===== src/hw/rtl/okvt_pkg.sv =====
// Shared field widths and command codes of the ordered key-value table.
package okvt_pkg;

  // Fixed widths of the transaction fields.
  localparam int unsigned CMD_W   = 3;
  localparam int unsigned KEY_W   = 32;
  localparam int unsigned VALUE_W = 32;
  localparam int unsigned POS_W   = 4;
  localparam int unsigned COUNT_W = 5;

  // Command codes; the two remaining codes are treated as no-ops.
  typedef enum logic [CMD_W-1:0] {
    CMD_INSERT   = 3'd0,
    CMD_UPDATE   = 3'd1,
    CMD_UPSERT   = 3'd2,
    CMD_ERASE    = 3'd3,
    CMD_LOOKUP   = 3'd4,
    CMD_READ_POS = 3'd5
  } cmd_e;

endpackage


===== src/hw/rtl/okvt_in_if.sv =====
// Command channel of the ordered key-value table.
interface okvt_in_if;
  logic                            valid;
  logic                            ready;
  logic [okvt_pkg::CMD_W-1:0]      command;
  logic [okvt_pkg::KEY_W-1:0]      key;
  logic [okvt_pkg::VALUE_W-1:0]    value;
  logic [okvt_pkg::POS_W-1:0]      position;

  modport source (output valid, output command, output key, output value,
                  output position, input ready);
  modport sink   (input valid, input command, input key, input value,
                  input position, output ready);
endinterface


===== src/hw/rtl/okvt_out_if.sv =====
// Result channel of the ordered key-value table.
interface okvt_out_if;
  logic                            valid;
  logic                            ready;
  logic                            success;
  logic                            refused_full;
  logic [okvt_pkg::KEY_W-1:0]      out_key;
  logic [okvt_pkg::VALUE_W-1:0]    out_value;
  logic [okvt_pkg::COUNT_W-1:0]    entry_count;
  logic                            is_empty;

  modport source (output valid, output success, output refused_full, output out_key,
                  output out_value, output entry_count, output is_empty, input ready);
  modport sink   (input valid, input success, input refused_full, input out_key,
                  input out_value, input entry_count, input is_empty, output ready);
endinterface


===== src/hw/rtl/ordered_key_value_table.sv =====
// Top level of the ordered key-value table: sequencer, key comparator and storage.
//
// Usage: commands arrive on the req_i channel (command, key, value, position) and
// each one yields exactly one result transaction on rsp_o (success, refused_full,
// out_key, out_value, entry_count, is_empty). Both channels use valid/ready.
// Entries are kept in insertion order in a single-port-read, single-port-write
// memory; one key comparator walks them from the oldest, one entry per cycle,
// with the read of each entry issued in the cycle before its compare.
// Flow: a key command compares the held entries from the oldest until its key
// matches or all are compared (up to CAPACITY). An erase that finds its key at
// entry s then closes up the later entries, one move per cycle through the same
// memory ports. A read at position reads the memory only when in range; an
// out-of-range read and an unknown command finish without a memory access. A new
// command is taken in the cycle after the previous result is loaded, not before.
// Reset empties the table at once (the entry count goes to zero); no clearing
// pass runs. When the receiver stalls, the finished result waits in the output
// register and one more command may be accepted and processed; it then waits
// for the output register to free before finishing.
module ordered_key_value_table #(
  parameter int unsigned CAPACITY   = 16,
  parameter int unsigned KEY_BITS   = 32,
  parameter int unsigned VALUE_BITS = 32
) (
  input  logic        clk_i,
  input  logic        rst_ni,
  okvt_in_if.sink     req_i,
  okvt_out_if.source  rsp_o
);

  localparam int unsigned AW = (CAPACITY > 1) ? $clog2(CAPACITY) : 1;
  localparam int unsigned CW = $clog2(CAPACITY + 1);
  localparam int unsigned DW = KEY_BITS + VALUE_BITS;

  // Sequencer states, one-hot.
  typedef enum logic [5:0] {
    ST_IDLE    = 6'b000001,
    ST_SCAN    = 6'b000010,
    ST_SHIFT   = 6'b000100,
    ST_POS_RD  = 6'b001000,
    ST_POS_CAP = 6'b010000,
    ST_DONE    = 6'b100000
  } state_e;

  state_e                       state_q, state_d;
  logic [CW-1:0]                count_q, count_d;
  logic [CW-1:0]                idx_q, idx_d;
  logic                         pend_q, pend_d;
  logic [AW-1:0]                pidx_q, pidx_d;
  logic [okvt_pkg::CMD_W-1:0]   cmd_q, cmd_d;
  logic [KEY_BITS-1:0]          key_q, key_d;
  logic [VALUE_BITS-1:0]        val_q, val_d;
  logic [okvt_pkg::POS_W-1:0]   pos_q, pos_d;
  logic                         ok_q, ok_d;
  logic                         full_q, full_d;
  logic [okvt_pkg::KEY_W-1:0]   okey_q, okey_d;
  logic [okvt_pkg::VALUE_W-1:0] oval_q, oval_d;

  // Output register.
  logic                         ov_q, ov_d;
  logic                         o_ok_q;
  logic                         o_full_q;
  logic [okvt_pkg::KEY_W-1:0]   o_key_q;
  logic [okvt_pkg::VALUE_W-1:0] o_val_q;
  logic [okvt_pkg::COUNT_W-1:0] o_cnt_q;
  logic                         o_empty_q;
  logic                         o_load;

  // Memory port signals.
  logic                         we;
  logic [AW-1:0]                waddr;
  logic [DW-1:0]                wdata;
  logic                         re;
  logic [AW-1:0]                raddr;
  logic [DW-1:0]                rdata;
  logic [KEY_BITS-1:0]          rd_key;
  logic [VALUE_BITS-1:0]        rd_val;
  logic                         hit;
  logic                         more;

  okvt_ram #(
    .DEPTH (CAPACITY),
    .WIDTH (DW)
  ) u_ram (
    .clk_i   (clk_i),
    .we_i    (we),
    .waddr_i (waddr),
    .wdata_i (wdata),
    .re_i    (re),
    .raddr_i (raddr),
    .rdata_o (rdata)
  );

  assign rd_key = rdata[DW-1 -: KEY_BITS];
  assign rd_val = rdata[VALUE_BITS-1:0];

  // The comparator: the entry read last cycle against the command key.
  assign hit  = pend_q && (rd_key == key_q);
  assign more = idx_q < count_q;

  assign req_i.ready = (state_q == ST_IDLE);

  // Sequencer and memory control.
  always_comb begin
    state_d = state_q;
    count_d = count_q;
    idx_d   = idx_q;
    pend_d  = 1'b0;
    pidx_d  = pidx_q;
    cmd_d   = cmd_q;
    key_d   = key_q;
    val_d   = val_q;
    pos_d   = pos_q;
    ok_d    = ok_q;
    full_d  = full_q;
    okey_d  = okey_q;
    oval_d  = oval_q;
    we      = 1'b0;
    waddr   = pidx_q;
    wdata   = {key_q, val_q};
    re      = 1'b0;
    raddr   = idx_q[AW-1:0];
    o_load  = 1'b0;

    unique case (state_q)
      ST_IDLE: begin
        if (req_i.valid) begin
          cmd_d  = req_i.command;
          key_d  = KEY_BITS'(req_i.key);
          val_d  = VALUE_BITS'(req_i.value);
          pos_d  = req_i.position;
          ok_d   = 1'b0;
          full_d = 1'b0;
          okey_d = okvt_pkg::KEY_W'(KEY_BITS'(req_i.key));
          oval_d = '0;
          idx_d  = '0;
          unique case (req_i.command)
            okvt_pkg::CMD_INSERT,
            okvt_pkg::CMD_UPDATE,
            okvt_pkg::CMD_UPSERT,
            okvt_pkg::CMD_ERASE,
            okvt_pkg::CMD_LOOKUP: begin
              state_d = ST_SCAN;
            end
            okvt_pkg::CMD_READ_POS: begin
              if (int'(req_i.position) < int'(count_q)) begin
                state_d = ST_POS_RD;
              end else begin
                state_d = ST_DONE;
              end
            end
            default: begin
              state_d = ST_DONE;
            end
          endcase
        end
      end

      ST_SCAN: begin
        if (hit) begin
          // The key is held at entry pidx_q.
          state_d = ST_DONE;
          unique case (cmd_q)
            okvt_pkg::CMD_UPDATE,
            okvt_pkg::CMD_UPSERT: begin
              we    = 1'b1;
              waddr = pidx_q;
              ok_d  = 1'b1;
            end
            okvt_pkg::CMD_ERASE: begin
              ok_d    = 1'b1;
              idx_d   = CW'(pidx_q) + CW'(1);
              state_d = ST_SHIFT;
            end
            okvt_pkg::CMD_LOOKUP: begin
              ok_d   = 1'b1;
              oval_d = okvt_pkg::VALUE_W'(rd_val);
            end
            default: begin
              // An insert of a held key fails and changes nothing.
            end
          endcase
        end else if (more) begin
          // Fetch the next entry for comparison.
          re     = 1'b1;
          pend_d = 1'b1;
          pidx_d = idx_q[AW-1:0];
          idx_d  = idx_q + CW'(1);
        end else begin
          // The key is absent.
          state_d = ST_DONE;
          if ((cmd_q == okvt_pkg::CMD_INSERT) || (cmd_q == okvt_pkg::CMD_UPSERT)) begin
            if (count_q == CW'(CAPACITY)) begin
              full_d = 1'b1;
            end else begin
              we      = 1'b1;
              waddr   = AW'(count_q);
              count_d = count_q + CW'(1);
              ok_d    = 1'b1;
            end
          end
        end
      end

      ST_SHIFT: begin
        // Close up: entry i+1 read last cycle is written to entry i.
        if (pend_q) begin
          we    = 1'b1;
          waddr = AW'(pidx_q - AW'(1));
          wdata = rdata;
        end
        if (more) begin
          re     = 1'b1;
          pend_d = 1'b1;
          pidx_d = idx_q[AW-1:0];
          idx_d  = idx_q + CW'(1);
        end else begin
          count_d = count_q - CW'(1);
          state_d = ST_DONE;
        end
      end

      ST_POS_RD: begin
        re      = 1'b1;
        raddr   = AW'(pos_q);
        state_d = ST_POS_CAP;
      end

      ST_POS_CAP: begin
        ok_d    = 1'b1;
        okey_d  = okvt_pkg::KEY_W'(rd_key);
        oval_d  = okvt_pkg::VALUE_W'(rd_val);
        state_d = ST_DONE;
      end

      ST_DONE: begin
        if (!ov_q || rsp_o.ready) begin
          o_load  = 1'b1;
          state_d = ST_IDLE;
        end
      end

      default: begin
        state_d = ST_IDLE;
      end
    endcase
  end

  // Output valid: set on load, cleared when the transaction is taken.
  always_comb begin
    ov_d = ov_q;
    if (o_load) begin
      ov_d = 1'b1;
    end else if (rsp_o.ready) begin
      ov_d = 1'b0;
    end
  end

  // Control registers.
  always_ff @(posedge clk_i or negedge rst_ni) begin
    if (!rst_ni) begin
      state_q <= ST_IDLE;
      count_q <= '0;
      idx_q   <= '0;
      pend_q  <= 1'b0;
      ov_q    <= 1'b0;
    end else begin
      state_q <= state_d;
      count_q <= count_d;
      idx_q   <= idx_d;
      pend_q  <= pend_d;
      ov_q    <= ov_d;
    end
  end

  // Command operands and result fields.
  always_ff @(posedge clk_i) begin
    pidx_q <= pidx_d;
    cmd_q  <= cmd_d;
    key_q  <= key_d;
    val_q  <= val_d;
    pos_q  <= pos_d;
    ok_q   <= ok_d;
    full_q <= full_d;
    okey_q <= okey_d;
    oval_q <= oval_d;
  end

  // Output payload, loaded with the count after the command.
  always_ff @(posedge clk_i) begin
    if (o_load) begin
      o_ok_q    <= ok_q;
      o_full_q  <= full_q;
      o_key_q   <= okey_q;
      o_val_q   <= oval_q;
      o_cnt_q   <= okvt_pkg::COUNT_W'(count_q);
      o_empty_q <= (count_q == '0);
    end
  end

  assign rsp_o.valid        = ov_q;
  assign rsp_o.success      = o_ok_q;
  assign rsp_o.refused_full = o_full_q;
  assign rsp_o.out_key      = o_key_q;
  assign rsp_o.out_value    = o_val_q;
  assign rsp_o.entry_count  = o_cnt_q;
  assign rsp_o.is_empty     = o_empty_q;

endmodule


===== src/hw/rtl/okvt_ram.sv =====
// Entry storage: one write port and one read port with registered read data.
module okvt_ram #(
  parameter int unsigned DEPTH = 16,
  parameter int unsigned WIDTH = 64,
  localparam int unsigned AW = (DEPTH > 1) ? $clog2(DEPTH) : 1
) (
  input  logic             clk_i,
  input  logic             we_i,
  input  logic [AW-1:0]    waddr_i,
  input  logic [WIDTH-1:0] wdata_i,
  input  logic             re_i,
  input  logic [AW-1:0]    raddr_i,
  output logic [WIDTH-1:0] rdata_o
);

  logic [WIDTH-1:0] mem_q [DEPTH];
  logic [WIDTH-1:0] rdata_q;

  // Write port.
  always_ff @(posedge clk_i) begin
    if (we_i) begin
      mem_q[waddr_i] <= wdata_i;
    end
  end

  // Read port, data registered and valid in the cycle after the address.
  always_ff @(posedge clk_i) begin
    if (re_i) begin
      rdata_q <= mem_q[raddr_i];
    end
  end

  assign rdata_o = rdata_q;

endmodule

===== src/flat_wrapper.sv =====
// flat-port wrapper written by rule: the top's interface ports become plain ports
module ordered_key_value_table_flat 
#(
  parameter int unsigned CAPACITY   = 16,
  parameter int unsigned KEY_BITS   = 32,
  parameter int unsigned VALUE_BITS = 32
)
  (clk_i, rst_ni, req_i_valid, req_i_command, req_i_key, req_i_value, req_i_position, req_i_ready, rsp_o_valid, rsp_o_success, rsp_o_refused_full, rsp_o_out_key, rsp_o_out_value, rsp_o_entry_count, rsp_o_is_empty, rsp_o_ready);
  okvt_in_if req_i_i ();
  okvt_out_if rsp_o_i ();
  input  logic clk_i;
  input  logic rst_ni;
  input wire logic [$bits(req_i_i.valid)-1:0] req_i_valid;
  input wire logic [$bits(req_i_i.command)-1:0] req_i_command;
  input wire logic [$bits(req_i_i.key)-1:0] req_i_key;
  input wire logic [$bits(req_i_i.value)-1:0] req_i_value;
  input wire logic [$bits(req_i_i.position)-1:0] req_i_position;
  output wire logic [$bits(req_i_i.ready)-1:0] req_i_ready;
  output wire logic [$bits(rsp_o_i.valid)-1:0] rsp_o_valid;
  output wire logic [$bits(rsp_o_i.success)-1:0] rsp_o_success;
  output wire logic [$bits(rsp_o_i.refused_full)-1:0] rsp_o_refused_full;
  output wire logic [$bits(rsp_o_i.out_key)-1:0] rsp_o_out_key;
  output wire logic [$bits(rsp_o_i.out_value)-1:0] rsp_o_out_value;
  output wire logic [$bits(rsp_o_i.entry_count)-1:0] rsp_o_entry_count;
  output wire logic [$bits(rsp_o_i.is_empty)-1:0] rsp_o_is_empty;
  input wire logic [$bits(rsp_o_i.ready)-1:0] rsp_o_ready;
  assign req_i_i.valid = req_i_valid;
  assign req_i_i.command = req_i_command;
  assign req_i_i.key = req_i_key;
  assign req_i_i.value = req_i_value;
  assign req_i_i.position = req_i_position;
  assign req_i_ready = req_i_i.ready;
  assign rsp_o_valid = rsp_o_i.valid;
  assign rsp_o_success = rsp_o_i.success;
  assign rsp_o_refused_full = rsp_o_i.refused_full;
  assign rsp_o_out_key = rsp_o_i.out_key;
  assign rsp_o_out_value = rsp_o_i.out_value;
  assign rsp_o_entry_count = rsp_o_i.entry_count;
  assign rsp_o_is_empty = rsp_o_i.is_empty;
  assign rsp_o_i.ready = rsp_o_ready;
  ordered_key_value_table #(.CAPACITY(CAPACITY), .KEY_BITS(KEY_BITS), .VALUE_BITS(VALUE_BITS)) u_core (.clk_i(clk_i), .rst_ni(rst_ni), .req_i(req_i_i), .rsp_o(rsp_o_i));
endmodule

===== config.mk =====
export PLATFORM = sky130hd
export DESIGN_NAME = ordered_key_value_table_flat
export DESIGN_NICKNAME = d
export VERILOG_FILES = /design/src/hw/rtl/okvt_pkg.sv /design/src/hw/rtl/okvt_in_if.sv /design/src/hw/rtl/okvt_out_if.sv /design/src/hw/rtl/ordered_key_value_table.sv /design/src/hw/rtl/okvt_ram.sv /design/src/flat_wrapper.sv
export SDC_FILE = /design/constraint.sdc
export NUM_CORES = 2
export LEC_CHECK = 0
export ABC_CLOCK_PERIOD_IN_PS = 22800
export BUFFER_PORTS_ARGS = -buffer_cell sky130_fd_sc_hd__buf_2
export CORE_MARGIN = 2
export CORE_UTILIZATION = 55
export DETAILED_ROUTE_END_ITERATION = 10
export GPL_ROUTABILITY_DRIVEN = 0
export PLACE_DENSITY = 0.75
export REMOVE_ABC_BUFFERS = 1
export SLEW_MARGIN = 20
export SYNTH_ARGS = -nofsm -noshare
export SYNTH_HDL_FRONTEND = slang
export SYNTH_SLANG_ARGS = --single-unit

===== constraint.sdc =====
create_clock -name clk_i -period 22.8 [get_ports clk_i]
set_input_delay 3.42 -clock clk_i [delete_from_list [all_inputs] [get_ports clk_i]]
set_output_delay 3.42 -clock clk_i [all_outputs]
set_load 0.05 [all_outputs]

==> impl_metrics.env <==
export IMPL_die_y_microns=311
export IMPL_syn_area_sq_um=52000
export IMPL_grt_pass1_vias=30905
export IMPL_p_per_area_nw_per_um2=96.8
export IMPL_dp_final_hpwl_mm=62.8
export IMPL_grt_first_pass_wirelength_mm=191
export IMPL_setup_viol=0
export IMPL_cts_root_buf="clkbuf_16"
export IMPL_post_drt_wl_per_cell_microns=25.5
export IMPL_reg2reg_from="u_core.state_q[3]$_DFFE_PN0P_"
export IMPL_cts_hold_buf=0
export IMPL_status="complete, no violations"
export IMPL_final_common_cell="edfxtp_1"
export IMPL_r2r_slack_ps=17130
export IMPL_worst_hold_path_num_cells=0
export IMPL_fin_skew_ps=29.1
export IMPL_die_w_microns=311
export IMPL_grt_max_degree=227
export IMPL_viasPerCell=6.31
export IMPL_dieArea_sq_um=97000
export IMPL_fmaxAchievable_ghz=0.168
export IMPL_cts_setup_buffers=0
export IMPL_drt_iter0_markers=4794
export IMPL_rsz0062_at_grt="false"
export IMPL_final_period_utilization=0.261
export IMPL_insertion_delay_ps=750
export IMPL_drive_above_1_share=0.133
export IMPL_finish_net_count=3805
export IMPL_dpl_cell_count=4835
export IMPL_antenna_found_initial=5
export IMPL_ios=149
export IMPL_ys_seq_elements=1319
export IMPL_crit_fanout=7
export IMPL_whs_endpoint="u_core.rsp_o.out_value[22]$_DFFE_PP_"
export IMPL_vias=32034
export IMPL_start_util=0.556
export IMPL_grtUsageTotal=0.263
export IMPL_min_path_type="flip-flop to flip-flop"
export IMPL_drv_slew=0
export IMPL_fin_setup_tns_ps=0
export IMPL_hold_viol=0
export IMPL_grt_overflow=0
export IMPL_end_kind="output pin"
export IMPL_clk_path_buf_depth=3
export IMPL_period_minus_slack_ps=5940
export IMPL_synth_distinct_cells=63
export IMPL_portBuffers=148
export IMPL_hold_start="u_core.oval_q[22]$_SDFFCE_PP0P_"
export IMPL_cts_buffers=133
export IMPL_cts_sinks=1319
export IMPL_firstDrtPassIters=8
export IMPL_cp_arrival_ps=2520
export IMPL_fp_coreArea_sq_um=93500
export IMPL_power_mw=5.63
export IMPL_final_cells=5075
export IMPL_synth_ff_type="edfxtp_1"
export IMPL_worst_slew_pin_slew_ps=1190
export IMPL_final_core_util=0.623
export IMPL_ys_seq_area_frac=0.760
export IMPL_path_clk_slew_ps=60
export IMPL_num_rows=112
export IMPL_cts_tree="done"
export IMPL_slew_headroom=0.207
export IMPL_r2r_end="u_core.u_ram.rdata_o[10]$_DFFE_PP_"
export IMPL_ir_drop_mv=0.0539
export IMPL_worstRegToRegCells=11
export IMPL_netlist_instances=3613
export IMPL_synth_edff_count=1301
export IMPL_setup_ws_ps=16860
export IMPL_wl_mm=129
export IMPL_syn_to_final_growth_pct=12.0
export IMPL_ctsResizeCount=0
export IMPL_start_kind="flip-flop"
export IMPL_cts_max_level=4
export IMPL_criticalPathCategory="flip-flop to output pin"
export IMPL_most_common_layout_cells="1301 x edfxtp_1, 882 x nand2_1, 264 x nand3_1, 192 x a311oi_1, 148 x buf_2"
export IMPL_antenna_left=0
export IMPL_ys_async_sr_fraction=0.0136
export IMPL_critPathRequiredTime_ps=19380
export IMPL_dpl_worst_slack_ps=17200
export IMPL_yosys_warnings=0
export IMPL_cap_violations=0
export IMPL_leakagePower_nw=19.6
export IMPL_syn_area_per_cell_sq_um=14.4
export IMPL_drc=0
## how the worst max path moves through the flow
stage / slack, ps / endpoint / start / cells after the start
floorplan: 9970 / u_core.u_ram.rdata_o[0]$_DFFE_PP_ / u_core.state_q[2]$_DFFE_PN0P_ / 6
global placement: 17270 / u_core.full_q$_DFFE_PP_ / req_i_valid / 6
detailed placement: 17200 / u_core.full_q$_DFFE_PP_ / req_i_valid / 6
CTS: 16860 / req_i_ready / u_core.state_q[1]$_DFFE_PN0P_ / 3
global route: 16680 / req_i_ready / u_core.state_q[1]$_DFFE_PN0P_ / 3
finish: 16860 / req_i_ready / u_core.state_q[1]$_DFFE_PN0P_ / 3
## area by class of cell
class,count,area [sq um]
Sequential cell,1319,39500
Fill cell,6590,35200
Multi-Input combinational cell,2028,11600
Clock buffer,162,3520
Tap cell,1254,1570
Timing Repair Buffer,218,1320
Clock inverter,76,649
Inverter,16,62.6
Antenna cell,2,5.00
## stage by stage
| stage | hold slack, ps | area [sq um] |
|---|---|---|
| after global placement | 401 | 54000 |
| after global routing | 421 | 58200 |
| after CTS | 402 | 58200 |
| after floorplan | 400 | 50900 |
| after detailed placement | 405 | 54000 |
| final | 397 | 58200 |
## state kept, by name, indices dropped and copies added (netlist names), 6 cells and up
signal / cells
u_core.rsp_o.out_value: 32
u_core.u_ram.mem_q: 1024
u_core.val_q: 32
u_core.u_ram.rdata_o: 64
u_core.oval_q: 32
u_core.rsp_o.out_key: 32
u_core.okey_q: 32
u_core.key_q: 32
u_core.state_q: 6
## synth_stat cells (all sizes together) (3+ instances only)
library cell | instances | area share
nor2b | 4 | 0.00048
nand2b | 4 | 0.00048
xnor2 | 22 | 0.0037
and2 | 35 | 0.0042
a21oi | 72 | 0.0069
a211oi | 131 | 0.019
edfxtp | 1301 | 0.75
nand2 | 885 | 0.064
a21o | 4 | 0.00058
ha | 13 | 0.0031
a22o | 4 | 0.00067
nor2 | 15 | 0.0011
buf | 78 | 0.0079
clkbuf | 172 | 0.012
and3 | 130 | 0.016
nor3 | 4 | 0.00060
mux2i | 9 | 0.0018
a31oi | 68 | 0.0082
mux2 | 67 | 0.015
dfrtp | 17 | 0.0082
o21a | 3 | 0.00043
or4 | 3 | 0.00051
nand3 | 266 | 0.026
o21ai | 14 | 0.0013
nand4 | 6 | 0.00072
xor2 | 19 | 0.0032
o22ai | 3 | 0.00036
a311oi | 192 | 0.032
o32ai | 3 | 0.00051
nor4 | 23 | 0.0033
inv | 16 | 0.0012
## power breakdown
group	leakage [nW]	switching [mW]	total (mW)	internal, mW
sequential	12.0	0.0610	2.99	2.93
clock	2.04	0.891	2.09	1.20
combinational	5.51	0.434	0.555	0.120
total	19.6	1.39	5.63	4.25
## metal layers
metal | GRT usage | vias to the layer above | share of wire
met2 | 0.409 | 1952 | 0.47
met5 | 0 | - | 0.00050
met3 | 0.0506 | 263 | 0.11
met4 | 0.0975 | 10 | 0.029
met1 | 0.371 | 15813 | 0.39
li1 | - | 13996 | -
## cells by family after synthesis
logic type / synth area share
fa+ha+maj: 0.00351
compound gates: 0.0741
xor+xnor: 0.00691
buf+inv: 0.0215
mux: 0.0163
simple gates: 0.118
flops: 0.760
## critical path, stage by stage, from the launching register on
cell     delay, ps
dfrtp_1        480
nor4_4         440
nor3b_1        500
buf_2          370
Note: power is estimated with default switching activity, not from simulation.
